===== src/sv/planar_pixel_interpolator_core_macros.svh =====
// Assertion macros for the planar pixel interpolator.
`ifndef PLANAR_PIXEL_INTERPOLATOR_CORE_MACROS_SVH
`define PLANAR_PIXEL_INTERPOLATOR_CORE_MACROS_SVH

`ifndef NO_ASSERTIONS

// Same-cycle implication under reset.
`define PPI_ASSERT_IMPLY(label, clk, rst_n, cond, prop) \
  label: assert property (@(posedge clk) disable iff (!rst_n) (cond) |-> (prop)) \
    else $error("assertion failed");

// Next-cycle implication under reset.
`define PPI_ASSERT_NEXT(label, clk, rst_n, cond, prop) \
  label: assert property (@(posedge clk) disable iff (!rst_n) (cond) |=> (prop)) \
    else $error("assertion failed");

`else

`define PPI_ASSERT_IMPLY(label, clk, rst_n, cond, prop)
`define PPI_ASSERT_NEXT(label, clk, rst_n, cond, prop)

`endif

`endif


===== src/sv/ppi_pkg.sv =====
package ppi_pkg;

  // Fixed-point position format
  localparam int POS_W     = 18;
  localparam int FRAC_BITS = 8;
  localparam int HALF_UNIT = 1 << (FRAC_BITS - 1);
  localparam int NX_W      = POS_W - FRAC_BITS + 1;

  // Image geometry and store layout
  localparam int IMG_WIDTH = 256;
  localparam int X_W       = $clog2(IMG_WIDTH);
  localparam int COORD_W   = X_W;
  localparam int ADDR_W    = 16;
  localparam int NUM_BANKS = 4;
  localparam int BANK_SEL_W = 2;
  localparam int BANK_AW   = ADDR_W - BANK_SEL_W;

  // Pixel word
  localparam int PIX_W  = 24;
  localparam int CHAN_W = 8;
  localparam int N_CHAN = PIX_W / CHAN_W;

  // Product and sum widths of the plane evaluation
  localparam int IPROD_W = PIX_W + FRAC_BITS + 2;
  localparam int ISUM_W  = IPROD_W + 1;
  localparam int CPROD_W = CHAN_W + FRAC_BITS + 2;
  localparam int CSUM_W  = CPROD_W + 1;

  // Configuration port
  localparam int CFG_AW = 3;
  localparam int CFG_DW = 8;

  typedef enum logic [CFG_AW-1:0] {
    CFG_INDEX_MODE   = 3'd0,
    CFG_BOUND_LOW_X  = 3'd1,
    CFG_BOUND_HIGH_X = 3'd2,
    CFG_BOUND_LOW_Y  = 3'd3,
    CFG_BOUND_HIGH_Y = 3'd4
  } cfg_idx_t;

  typedef enum logic {
    ACT_WRITE = 1'b0,
    ACT_QUERY = 1'b1
  } action_t;

  typedef struct packed {
    logic               index_mode;
    logic [COORD_W-1:0] bound_low_x;
    logic [COORD_W-1:0] bound_high_x;
    logic [COORD_W-1:0] bound_low_y;
    logic [COORD_W-1:0] bound_high_y;
  } cfg_t;

  typedef struct packed {
    logic                    action;
    logic signed [POS_W-1:0] pos_x;
    logic signed [POS_W-1:0] pos_y;
    logic [ADDR_W-1:0]       write_addr;
    logic [PIX_W-1:0]        write_pixel;
  } in_word_t;

  // One axis after rounding: nearest pixel, fraction magnitude and side
  typedef struct packed {
    logic signed [NX_W-1:0] nx;
    logic [FRAC_BITS-1:0]   mag;
    logic                   pos;
    logic                   nz;
  } axis_t;

  typedef struct packed {
    logic              valid;
    logic              is_query;
    axis_t             ax_x;
    axis_t             ax_y;
    logic [ADDR_W-1:0] waddr;
    logic [PIX_W-1:0]  wpixel;
  } front_t;

  typedef struct packed {
    logic                 valid;
    logic                 in_win;
    logic                 use_plane;
    logic [FRAC_BITS-1:0] ax;
    logic [FRAC_BITS-1:0] ay;
    logic [PIX_W-1:0]     z0;
    logic [PIX_W-1:0]     z1;
    logic [PIX_W-1:0]     z2;
  } plane_in_t;

  typedef struct packed {
    logic             valid;
    logic             in_win;
    logic [PIX_W-1:0] pixel;
  } res_t;

endpackage


===== src/sv/ppi_plane.sv =====
module ppi_plane import ppi_pkg::*; (
  input  logic      clk,
  input  logic      rst_n,
  input  logic      adv,
  input  logic      index_mode,
  input  plane_in_t s2,
  output res_t      s3
);

  typedef struct packed {
    logic                              valid;
    logic                              in_win;
    logic                              use_plane;
    logic [PIX_W-1:0]                  z0;
    logic [IPROD_W-1:0]                ip1;
    logic [IPROD_W-1:0]                ip2;
    logic [N_CHAN-1:0][CPROD_W-1:0]    cp1;
    logic [N_CHAN-1:0][CPROD_W-1:0]    cp2;
  } prod_t;

  prod_t s3_r, s3_nxt;

  // Differences times fraction magnitudes, whole word and per channel
  always_comb begin
    logic signed [PIX_W:0]     d1;
    logic signed [PIX_W:0]     d2;
    logic signed [CHAN_W:0]    c1;
    logic signed [CHAN_W:0]    c2;
    logic signed [FRAC_BITS:0] axs;
    logic signed [FRAC_BITS:0] ays;
    logic signed [IPROD_W-1:0] pi1;
    logic signed [IPROD_W-1:0] pi2;
    logic signed [CPROD_W-1:0] pc1;
    logic signed [CPROD_W-1:0] pc2;
    axs = $signed({1'b0, s2.ax});
    ays = $signed({1'b0, s2.ay});
    d1 = $signed({1'b0, s2.z1}) - $signed({1'b0, s2.z0});
    d2 = $signed({1'b0, s2.z2}) - $signed({1'b0, s2.z0});
    pi1 = IPROD_W'(d1) * IPROD_W'(axs);
    pi2 = IPROD_W'(d2) * IPROD_W'(ays);
    s3_nxt.valid     = s2.valid;
    s3_nxt.in_win    = s2.in_win;
    s3_nxt.use_plane = s2.use_plane;
    s3_nxt.z0        = s2.z0;
    s3_nxt.ip1       = pi1;
    s3_nxt.ip2       = pi2;
    c1 = '0;
    c2 = '0;
    pc1 = '0;
    pc2 = '0;
    for (int c = 0; c < N_CHAN; c++) begin
      c1 = $signed({1'b0, s2.z1[c*CHAN_W +: CHAN_W]}) -
           $signed({1'b0, s2.z0[c*CHAN_W +: CHAN_W]});
      c2 = $signed({1'b0, s2.z2[c*CHAN_W +: CHAN_W]}) -
           $signed({1'b0, s2.z0[c*CHAN_W +: CHAN_W]});
      pc1 = CPROD_W'(c1) * CPROD_W'(axs);
      pc2 = CPROD_W'(c2) * CPROD_W'(ays);
      s3_nxt.cp1[c] = pc1;
      s3_nxt.cp2[c] = pc2;
    end
  end

  always_ff @(posedge clk) begin
    if (!rst_n) begin
      s3_r.valid <= 1'b0;
    end else if (adv) begin
      s3_r <= s3_nxt;
    end
  end

  // Sum the plane terms, truncate the fraction, pick by mode
  always_comb begin
    logic signed [ISUM_W-1:0] n_idx;
    logic signed [CSUM_W-1:0] n_ch;
    logic [PIX_W-1:0]         idx_pix;
    logic [PIX_W-1:0]         col_pix;
    n_idx = $signed({{(ISUM_W-PIX_W-FRAC_BITS){1'b0}}, s3_r.z0, {FRAC_BITS{1'b0}}}) +
            ISUM_W'($signed(s3_r.ip1)) + ISUM_W'($signed(s3_r.ip2));
    idx_pix = n_idx[ISUM_W-1] ? '0 : n_idx[FRAC_BITS +: PIX_W];
    n_ch = '0;
    col_pix = '0;
    for (int c = 0; c < N_CHAN; c++) begin
      n_ch = $signed({{(CSUM_W-CHAN_W-FRAC_BITS){1'b0}}, s3_r.z0[c*CHAN_W +: CHAN_W],
                      {FRAC_BITS{1'b0}}}) +
             CSUM_W'($signed(s3_r.cp1[c])) + CSUM_W'($signed(s3_r.cp2[c]));
      col_pix[c*CHAN_W +: CHAN_W] = n_ch[CSUM_W-1] ? '0 : n_ch[FRAC_BITS +: CHAN_W];
    end
    s3.valid  = s3_r.valid;
    s3.in_win = s3_r.in_win;
    if (!s3_r.in_win) begin
      s3.pixel = '0;
    end else if (!s3_r.use_plane) begin
      s3.pixel = s3_r.z0;
    end else if (index_mode) begin
      s3.pixel = idx_pix;
    end else begin
      s3.pixel = col_pix;
    end
  end

endmodule


===== config.mk =====
export PLATFORM = sky130hd
export DESIGN_NAME = ppi_plane
export DESIGN_NICKNAME = d
export VERILOG_FILES = /design/src/sv/planar_pixel_interpolator_core_macros.svh /design/src/sv/ppi_pkg.sv /design/src/sv/ppi_plane.sv
export SDC_FILE = /design/constraint.sdc
export NUM_CORES = 2
export LEC_CHECK = 0
export BUFFER_PORTS_ARGS = -buffer_cell sky130_fd_sc_hd__buf_2
export CAP_MARGIN = 20
export CORE_UTILIZATION = 60
export CTS_CLUSTER_SIZE = 8
export DETAILED_ROUTE_END_ITERATION = 10
export PLACE_DENSITY = 0.79
export SLEW_MARGIN = 5
export SYNTH_ARGS = -nofsm -noshare
export SYNTH_HDL_FRONTEND = slang
export SYNTH_SLANG_ARGS = --single-unit

===== constraint.sdc =====
create_clock -name clk -period 7.95 [get_ports clk]
set_input_delay 0.3975 -clock clk [delete_from_list [all_inputs] [get_ports clk]]
set_output_delay 0.3975 -clock clk [all_outputs]
set_load 0.03 [all_outputs]

==> results.md <==
- DR vias: 30500
- Final Instance Area: approximately 0.044 mm^2
- Die span in x: 265 um
- Mapped Area: 0.0415 mm^2
- Hold path depth: 1
- Fin Setup TNS: 0 ns
- Hold buffer count at CTS: 0
- Post-synth top area share: 32.7%
- WS Path Type: in -> reg
- Total congestion overflow: 0
- Skew final: 0 ns
- Number of flops mapped to enable cells by yosys: 186
- Predominant post-synthesis flop cell: edfxtp_1
- CTS Sinks: 187
- Largest net degree at the start of global routing: 127
- Post-Syn Area per Cell: 9.23 um^2
- Clk root buf: clkbuf_16
- Startpoint types: primary input
- Nets: 5812
- Post-synthesis sequential area ratio: 13.5%
- Synth top area cells: fa_1 (33%), ha_1 (14%), edfxtp_1 (13%)
- GPL Wtd Cong: roughly 0.94
- Slew @ Worst Pin: 1.18 ns
- Rel. slew slack: between 20% and 30%
- Vias in the first global route: 31500
- Setup repair after global routing missed its margin: no
- Vias per cell: 5.58
- Finish-stage setup viols: 0
- Starting DRC count in detailed routing: 1902
- H-tree Lvls: 4
- IO Port Bufs: 120
- Total of max-cap violations: 0
- Final Hold Fails: 0
- Die area: 0.0702 mm^2
- Fraction of registers with async set/reset: 0%
- Cell accounting for the most synthesized area: fa_1
- Worst reg2reg endpoint: s3[25]
- Initial DRT Pass Iterations: 6
- Detail Route Antenna Nets: 0
- Minimum clock period: 7.56 ns
- CORE AREA: between 0.06 and 0.07 mm^2
- TritonCTS Buffers: 17
- Crit-path max FO: 10
- First-pass GRT wire length: about 160000 um
- Wire per inst: 17.9 um
- Clock-pin slew on the worst setup and hold paths: 0.07 ns
- End of the critical path: s3_r[173]
- Most frequent cells after synthesis: inv_1 (1010), fa_1 (678), ha_1 (461), nand2_1 (404), and2_1 (302)
- Gate Count Post-Synth: 4497
- Die Ht: 265 um
- Worst setup EP type: register
- Placed Area: 0.0432 mm^2
- Antenna diode count: 0
- Hpwl dp: slightly above 80000 um
- Io pins: 121
- Critical path's slowest cell: fa_1
- CP peak stage delay: 0.58 ns
- CP dominant cell by count: fa_1
- CTS tree: yes
- Fmax: 132 MHz
- Slew Viols, Final: 0
- Initial antenna violation count: 4
- CP required: 8.15 ns
- Cell variety after synth: 88
- Synthesized flop and latch total: 187
- FP Rows: 96
- Reg2Reg Depth: 2
- Syn nets: approximately 5700
- Residual DRC: 0
- HP Class: in -> reg
- WL final: 98000 um
- Area growth syn-to-layout: 5.56%
- Launch point of the critical path: s2[48]
- CP arrival: between 7 and 8 ns
- Total GRT Usage: 29.1%
- Most common cell in the synthesized netlist: inv_1
- Starting Density: 60.6%
- Clock tree buffer depth: 2
- Tcrit/Tclk final: a little over nine tenths
- Share of cells above drive strength 1: 5.79%
- Status: finished, final reports clean
- Synth warn: 0
- R2R setup slack: ~7.4 ns
- R2r startpoint: s3[25]
- Skew-Pair Late Insertion Delay: between 0.4 and 0.5 ns
==> critical path: cells and delay by family <==
family | cells | cell delay [ns]
AOI/OAI and AO/OA | 9 | 2.34
adders and majority gates | 7 | 3.01
and+or+nand+nor | 6 | 1.20
xor gates and xnor gates | 2 | 0.36
buffers and inverters | 5 | 0.44
==> logic make-up (layout without fill, tap and decap cells) <==
| logic type | after synthesis | after routing | share of synthesized area, % |
|---|---|---|---|
| adder cells (fa/ha/maj) | 1139 | 1139 | 46.6 |
| AO/OA/AOI/OAI | 645 | 645 | 10.2 |
| XOR/XNOR | 243 | 243 | 5.15 |
| multiplexers | 5 | 5 | 0.121 |
| buffers and inverters | 1143 | 1237 | 10.4 |
| flip-flops | 187 | 187 | 13.5 |
| AND/OR/NAND/NOR | 1135 | 1135 | 14.0 |
==> sequential cells by signal, indices dropped and copies added, names as in the netlist <==
name / flops
s3_r: 185
s3: 2
==> routing by layer <==
metal	routed length (um)	vias to the layer above	share of wire, %	track usage, %
met4	4840	4	4.9	13.0
met2	47400	941	48	49.4
met1	39800	15100	41	37.0
met5	25	-	0.026	0
li1	-	14300	-	-
met3	5930	198	6.0	4.26
==> cell type report <==
cell class,instances,area (um^2)
clock inverter,15,130
inverter,1012,3800
clock buffer,17,425
tap,882,1100
timing repair buffer,193,1160
sequential,187,5610
multi-input combinational,3167,31600
fill,5669,24700
==> layout by cell type, fill, tap and decap left out, types with 6 or more instances in the layout <==
master	synthesis	final
a22oi_1	16	16
edfxtp_1	186	186
nor2_1	124	124
inv_1	1010	1010
nand2_1	404	404
ha_1	461	461
or2_2	11	11
fa_1	678	678
o21a_1	25	25
a211oi_1	19	19
a21o_1	85	85
or3_1	13	13
buf_2	6	120
and3_1	18	18
a211o_1	6	6
nand3_1	35	35
a31oi_1	30	29
nand4_1	25	25
buf_4	2	72
a21boi_0	21	21
a21oi_1	182	181
nor2b_1	88	88
nor3_1	32	32
o21ai_0	124	124
o211ai_1	7	7
nand2b_1	28	28
o21bai_1	35	35
xnor2_1	167	167
and3b_1	7	7
nand3b_1	22	22
o21ai_1	8	8
xor2_1	75	75
o22ai_1	9	9
o31ai_1	11	11
clkbuf_16	0	17
and2_1	302	301
==> metrics by stage <==
| step | instances | worst slack, ns | hold slack (ns) | util [%] |
|---|---|---|---|---|
| after detailed placement | 5441 | 0.0222 | 0.512 | 63.1 |
| after CTS | 5473 | 0.485 | 0.102 | 63.9 |
| final | 5473 | 0.391 | 0.115 | 64.0 |
| after global placement | 5441 | 0.119 | 0.500 | 63.1 |
| after global routing | 5473 | 0.00203 | 0.104 | 64.0 |
| after floorplan | 4497 | 0.823 | 0.484 | - |
==> worst min-delay path by stage <==
stage	start	to
after global placement	s3[25]	s3[25]
final	s2[89]	s3[24]
after detailed placement	s3[25]	s3[25]
after floorplan	s3[25]	s3[25]
after CTS	s2[89]	s3[24]
after global routing	s2[89]	s3[24]
==> timing repair <==
action,in CTS,in global routing
endpoints found under the hold margin,0,0
endpoints found under the setup margin,0,6
buffers inserted,0,0
gates resized for setup,0,3
Power is not shown: default switching activity piles up to over one toggle a cycle in this logic, so the estimate is an artifact.
