==> src/sv/planar_pixel_interpolator_core_macros.svh <==
// Assertion macros for the planar pixel interpolator.
`ifndef PLANAR_PIXEL_INTERPOLATOR_CORE_MACROS_SVH
`define PLANAR_PIXEL_INTERPOLATOR_CORE_MACROS_SVH

`ifndef NO_ASSERTIONS

// Same-cycle implication under reset.
`define PPI_ASSERT_IMPLY(label, clk, rst_n, cond, prop) \
  label: assert property (@(posedge clk) disable iff (!rst_n) (cond) |-> (prop)) \
    else $error("assertion failed");

// Next-cycle implication under reset.
`define PPI_ASSERT_NEXT(label, clk, rst_n, cond, prop) \
  label: assert property (@(posedge clk) disable iff (!rst_n) (cond) |=> (prop)) \
    else $error("assertion failed");

`else

`define PPI_ASSERT_IMPLY(label, clk, rst_n, cond, prop)
`define PPI_ASSERT_NEXT(label, clk, rst_n, cond, prop)

`endif

`endif

==> src/sv/ppi_pkg.sv <==
package ppi_pkg;

  // Fixed-point position format
  localparam int POS_W     = 18;
  localparam int FRAC_BITS = 8;
  localparam int HALF_UNIT = 1 << (FRAC_BITS - 1);
  localparam int NX_W      = POS_W - FRAC_BITS + 1;

  // Image geometry and store layout
  localparam int IMG_WIDTH = 256;
  localparam int X_W       = $clog2(IMG_WIDTH);
  localparam int COORD_W   = X_W;
  localparam int ADDR_W    = 16;
  localparam int NUM_BANKS = 4;
  localparam int BANK_SEL_W = 2;
  localparam int BANK_AW   = ADDR_W - BANK_SEL_W;

  // Pixel word
  localparam int PIX_W  = 24;
  localparam int CHAN_W = 8;
  localparam int N_CHAN = PIX_W / CHAN_W;

  // Product and sum widths of the plane evaluation
  localparam int IPROD_W = PIX_W + FRAC_BITS + 2;
  localparam int ISUM_W  = IPROD_W + 1;
  localparam int CPROD_W = CHAN_W + FRAC_BITS + 2;
  localparam int CSUM_W  = CPROD_W + 1;

  // Configuration port
  localparam int CFG_AW = 3;
  localparam int CFG_DW = 8;

  typedef enum logic [CFG_AW-1:0] {
    CFG_INDEX_MODE   = 3'd0,
    CFG_BOUND_LOW_X  = 3'd1,
    CFG_BOUND_HIGH_X = 3'd2,
    CFG_BOUND_LOW_Y  = 3'd3,
    CFG_BOUND_HIGH_Y = 3'd4
  } cfg_idx_t;

  typedef enum logic {
    ACT_WRITE = 1'b0,
    ACT_QUERY = 1'b1
  } action_t;

  typedef struct packed {
    logic               index_mode;
    logic [COORD_W-1:0] bound_low_x;
    logic [COORD_W-1:0] bound_high_x;
    logic [COORD_W-1:0] bound_low_y;
    logic [COORD_W-1:0] bound_high_y;
  } cfg_t;

  typedef struct packed {
    logic                    action;
    logic signed [POS_W-1:0] pos_x;
    logic signed [POS_W-1:0] pos_y;
    logic [ADDR_W-1:0]       write_addr;
    logic [PIX_W-1:0]        write_pixel;
  } in_word_t;

  // One axis after rounding: nearest pixel, fraction magnitude and side
  typedef struct packed {
    logic signed [NX_W-1:0] nx;
    logic [FRAC_BITS-1:0]   mag;
    logic                   pos;
    logic                   nz;
  } axis_t;

  typedef struct packed {
    logic              valid;
    logic              is_query;
    axis_t             ax_x;
    axis_t             ax_y;
    logic [ADDR_W-1:0] waddr;
    logic [PIX_W-1:0]  wpixel;
  } front_t;

  typedef struct packed {
    logic                 valid;
    logic                 in_win;
    logic                 use_plane;
    logic [FRAC_BITS-1:0] ax;
    logic [FRAC_BITS-1:0] ay;
    logic [PIX_W-1:0]     z0;
    logic [PIX_W-1:0]     z1;
    logic [PIX_W-1:0]     z2;
  } plane_in_t;

  typedef struct packed {
    logic             valid;
    logic             in_win;
    logic [PIX_W-1:0] pixel;
  } res_t;

endpackage

==> src/sv/ppi_round.sv <==
module ppi_round import ppi_pkg::*; (
  input  logic     clk,
  input  logic     rst_n,
  input  logic     adv,
  input  logic     in_valid,
  input  in_word_t in_w,
  output front_t   s1
);

  front_t s1_r, s1_nxt;

  // Round half away from zero: bias by half, or half minus one when negative
  function automatic axis_t round_axis(input logic signed [POS_W-1:0] p);
    logic [FRAC_BITS:0]     c_e;
    logic [FRAC_BITS:0]     r_e;
    logic signed [POS_W:0]  s;
    axis_t                  a;
    c_e = p[POS_W-1] ? (FRAC_BITS+1)'(HALF_UNIT - 1) : (FRAC_BITS+1)'(HALF_UNIT);
    s = $signed({p[POS_W-1], p}) + $signed({{(POS_W-FRAC_BITS){1'b0}}, c_e});
    a.nx = s[POS_W:FRAC_BITS];
    r_e = {1'b0, s[FRAC_BITS-1:0]};
    if (r_e >= c_e) begin
      a.pos = 1'b1;
      a.mag = FRAC_BITS'(r_e - c_e);
    end else begin
      a.pos = 1'b0;
      a.mag = FRAC_BITS'(c_e - r_e);
    end
    a.nz = (r_e != c_e);
    return a;
  endfunction

  // Build the first stage word
  always_comb begin
    s1_nxt.valid    = in_valid;
    s1_nxt.is_query = (in_w.action == ACT_QUERY);
    s1_nxt.ax_x     = round_axis(in_w.pos_x);
    s1_nxt.ax_y     = round_axis(in_w.pos_y);
    s1_nxt.waddr    = in_w.write_addr;
    s1_nxt.wpixel   = in_w.write_pixel;
  end

  // Advance with the pipeline, hold on stall
  always_ff @(posedge clk) begin
    if (!rst_n) begin
      s1_r.valid <= 1'b0;
    end else if (adv) begin
      s1_r <= s1_nxt;
    end
  end

  assign s1 = s1_r;

endmodule

==> config.mk <==
export PLATFORM = sky130hd
export DESIGN_NAME = ppi_round
export DESIGN_NICKNAME = d
export VERILOG_FILES = /design/src/sv/planar_pixel_interpolator_core_macros.svh /design/src/sv/ppi_pkg.sv /design/src/sv/ppi_round.sv
export SDC_FILE = /design/constraint.sdc
export NUM_CORES = 1
export LEC_CHECK = 0
export ABC_AREA = 0
export BUFFER_PORTS_ARGS = -buffer_cell sky130_fd_sc_hd__buf_4
export CELL_PAD_IN_SITES_DETAIL_PLACEMENT = 0
export CELL_PAD_IN_SITES_GLOBAL_PLACEMENT = 1
export CORE_MARGIN = 2
export CORE_UTILIZATION = 30
export CTS_CLUSTER_SIZE = 8
export DETAILED_ROUTE_END_ITERATION = 10
export GPL_TIMING_DRIVEN = 0
export MAX_ROUTING_LAYER = met4
export PLACE_DENSITY = 0.64
export SETUP_SLACK_MARGIN = 0.5
export SLEW_MARGIN = 20
export SYNTH_ARGS = -nofsm -noshare
export SYNTH_HDL_FRONTEND = slang
export SYNTH_SLANG_ARGS = --single-unit
==> constraint.sdc <==
create_clock -name clk -period 4.1 [get_ports clk]
set_input_delay 0.41 -clock clk [delete_from_list [all_inputs] [get_ports clk]]
set_output_delay 0.41 -clock clk [all_outputs]
set_load 0.02 [all_outputs]
==> Implementation_results.wiki <==
{| class="wikitable"
! Metric !! Value
|-
| Number of pins exceeding their max-slew limit in the final report || 0
|-
| P per Cell Area || 416.0 nW/um^2
|-
| Cell count after synthesis || 377
|-
| Maximum root-to-sink buffer count || 2
|-
| Vias in the first global route || 3409
|-
| Primary FF master, synth || sky130_fd_sc_hd__edfxtp_1
|-
| Overall die width || around 130 um
|-
| Endpoint required time on the critical path || 4170 ps
|-
| Vias after detailed routing || 3515
|-
| Number of register bits inferred by synthesis || 84
|-
| Post-synthesis average cell area || 12.66 sq um
|-
| Fraction of the yosys area taken by sequential cells || 0.5265
|-
| Number of different library cells in the post-synthesis netlist || 44
|-
| TritonCTS clock tree || done
|-
| Sink Count || 84
|-
| Routability Congestion || 0.7851
|-
| Status || finished, final reports clean
|-
| Clock root cell || sky130_fd_sc_hd__clkbuf_16
|-
| Compound-Gate Fraction of Synth Area || 0.1072
|-
| Worst slew margin relative to its limit || 0.5890
|-
| Hold crit path type || in2reg
|-
| Total number of H-tree levels || 3
|-
| Crit path kind || in2reg
|-
| Leakage || 0.002927 uW
|-
| Fraction of final layout cells sized beyond drive strength 1 || 0.3667
|-
| Count of max-cap constraint violations || 0
|-
| Area grow syn2layout || 38.96%
|-
| Synth top area cells || sky130_fd_sc_hd__edfxtp_1 (52%), sky130_fd_sc_hd__ha_1 (12%), sky130_fd_sc_hd__xnor2_1 (4.8%), sky130_fd_sc_hd__xor2_1 (3.7%), sky130_fd_sc_hd__a21o_1 (3.1%)
|-
| Iteration count of the initial detailed-routing pass || 4
|-
| Final Setup Violations || 0
|-
| Ant. Diodes || 0
|-
| Cell type with the largest total area after synthesis || sky130_fd_sc_hd__edfxtp_1
|-
| Proportion of netlist area held by the largest area contributor || 0.5223
|-
| Clock input transition at the sequential cells of the worst setup and hold paths || 70 ps
|-
| Nature of the critical path endpoint || flip-flop
|-
| Total chip power || 2759 uW
|-
| Category of the worst setup path launch point || primary input
|-
| Worst vdd ir || 185.7 uV
|-
| Antenna violations before repair || 0
|-
| Wire length of the first global-routing pass || 17350 um
|-
| Share of synthesized area spent on multiplexers || 0.02779
|-
| Syn Nets || ~500
|-
| Maximum number of pins on one net before global-route repair || 45
|-
| Post-detailed-route via-to-cell ratio || 4.535
|-
| Post-Synth Simple-Gate Area || 0.08416
|-
| DIE AREA || 16930 sq um
|-
| Most common cell after layout, fill and taps aside || sky130_fd_sc_hd__buf_4
|-
| Maximum clock skew at final layout || 0 ps
|-
| Top library cells by usage in the layout, fill and taps aside || sky130_fd_sc_hd__buf_4 (163), sky130_fd_sc_hd__edfxtp_1 (83), sky130_fd_sc_hd__ha_1 (42)
|-
| Arrival @ worst endpoint || 3460 ps
|-
| DRT Wirelength || 11410 um
|-
| Average wire per standard cell || roughly 15 um
|-
| Detailed-route DRC error count || 0
|-
| Reg2Reg Depth || 2
|-
| Final hold violation count || 0
|-
| Slew @ Worst Pin || slightly above 600 ps
|-
| Die height || ~130 um
|-
| RSZ-0062 raised after global routing || no
|-
| Rows || 46
|-
| XOR/XNOR Fraction of Synth Area || 0.08443
|-
| Total track usage || 0.1362
|-
| Cts bufs inserted || 9
|-
| HPWL after detailed placement || around 9000 um
|-
| Residual antenna-violating net count after detailed routing || 0
|-
| Post-Synthesis Cell Area || 4772 sq um
|-
| Number of cells on the worst hold path || 1
|-
| Worst skew pair latency || 340 ps
|-
| Arithmetic-cell share of the synthesized area counting full adders, half adders and majority gates || 0.1405
|-
| Initial core utilization || 0.3037
|-
| Number of nets in the final layout || 685
|-
| CP Max Fanout || 19
|-
| Final-layout setup total negative slack || 0 ps
|-
| Number of top-level pins || 165
|-
| GRT Residual Overflow || 0
|-
| Syn. warnings || 0
|-
| Final critical-path required period || 3387 ps
|-
| Buffers on Ports || between 150 and 200
|-
| F_max || 295.2 MHz
|-
| Dominant combinational cell family by area after synthesis || adder cells
|-
| Initial detailed-routing violation count || 156
|-
| Placeable core area || 15710 sq um
|-
| EDFF count, synth || 83
|-
| Max FFs per register || 84
|-
| Final worst-path cycle share || 0.8261
|-
| Share of flip-flops with an asynchronous set or reset || 0
|-
| Filler Cells Inserted || 1519
|}
-- path summary, 6_finish.rpt --
check	from	end	slack (ps)
max	in_w[57]	s1[45]	710
min	in_w[32]	s1[32]	250
max reg2reg	s1[83]	s1[83]	3510
min reg2reg	s1[83]	s1[83]	530
-- power by group --
group / internal [uW] / switching, uW / leakage [uW] / total [uW]
Sequential: 1060 / 22.7 / 0.000790 / 1090
Clock: 431 / 339 / 0.000139 / 770
Combinational: 408 / 495 / 0.00200 / 903
Total: 1900 / 857 / 0.00293 / 2760
-- synthesized netlist by cell type (3+ instances only) --
cell,n
sky130_fd_sc_hd__edfxtp_1,83
sky130_fd_sc_hd__ha_1,44
sky130_fd_sc_hd__xnor2_1,26
sky130_fd_sc_hd__inv_1,23
sky130_fd_sc_hd__nand2_1,23
sky130_fd_sc_hd__a21o_1,20
sky130_fd_sc_hd__xor2_1,20
sky130_fd_sc_hd__a21oi_1,17
sky130_fd_sc_hd__nor2_1,15
sky130_fd_sc_hd__mux2i_1,11
sky130_fd_sc_hd__nand3_1,10
sky130_fd_sc_hd__clkbuf_1,7
sky130_fd_sc_hd__a31oi_1,6
sky130_fd_sc_hd__fa_1,6
sky130_fd_sc_hd__nand4_1,6
sky130_fd_sc_hd__nor2b_1,6
sky130_fd_sc_hd__nor3_1,5
sky130_fd_sc_hd__a221oi_1,4
sky130_fd_sc_hd__and3_1,4
sky130_fd_sc_hd__nand2b_1,4
sky130_fd_sc_hd__o21a_1,3
sky130_fd_sc_hd__o21ai_0,3
-- cell families (layout without fill, tap and decap cells) --
logic type      Yosys count  count (layout)
compound gates           70              70
xor+xnor                 46              46
fa+ha+maj                50              50
buf+inv                  33             215
flops                    84              84
mux                      13              13
simple gates             81              81
-- area by class of cell --
| cell class | instances | area (sq um) | area share |
|---|---|---|---|
| clock buffers | 10 | 239.0 | 0.03604 |
| flip-flops and latches | 84 | 2512 | 0.3789 |
| repair buffers | 166 | 1266 | 0.1909 |
| multi-input cells | 260 | 2152 | 0.3245 |
| inverters | 23 | 90.09 | 0.01358 |
| well taps | 216 | 270.3 | 0.04075 |
| plain buffers | 10 | 53.80 | 0.008113 |
| clock inverters | 6 | 47.55 | 0.007170 |
-- per-layer routing --
layer	GRT usage	part of all wire	vias up
met2	0.2282	0.49	111
met1	0.1627	0.44	1662
met4	0.04934	0.012	0
li1	-	-	1734
met3	0.02788	0.064	8
met5	-	0	-
-- worst max-delay path, stage by stage --
cell,delay [ps]
sky130_fd_sc_hd__buf_6,190
sky130_fd_sc_hd__clkinvlp_4,160
sky130_fd_sc_hd__ha_1,370
sky130_fd_sc_hd__nor3_2,80
sky130_fd_sc_hd__or3_1,350
sky130_fd_sc_hd__xor2_2,170
sky130_fd_sc_hd__ha_1,290
sky130_fd_sc_hd__buf_6,140
sky130_fd_sc_hd__a21o_1,170
sky130_fd_sc_hd__a21o_1,190
sky130_fd_sc_hd__a21oi_2,190
sky130_fd_sc_hd__a21boi_4,350
sky130_fd_sc_hd__mux2i_1,280
sky130_fd_sc_hd__xnor2_1,90
-- metrics by stage --
stage | utilization | cells | worst slack [ps] | hold slack [ps] | cell area (sq um)
after global routing | 0.4220 | 775 | 524.6 | 229.6 | 6631
after global placement | 0.3993 | 757 | 66.68 | 509.4 | 6274
after detailed placement | 0.4007 | 758 | 75.17 | 517.4 | 6296
after floorplan | - | 377 | 662.8 | 508.9 | 4772
after CTS | 0.4198 | 775 | 524.3 | 230.7 | 6596
final | 0.4220 | 775 | 712.9 | 245.7 | 6631
-- repair_timing --
item / in CTS / in global routing
endpoints found under the setup margin: 12 / 13
cloned: 0 / 0
pin swaps: 0 / 1
buffers inserted: 1 / 0
hold buffers: 0 / 0
resized for setup: 2 / 9
Power figures use the tool's default switching activity.
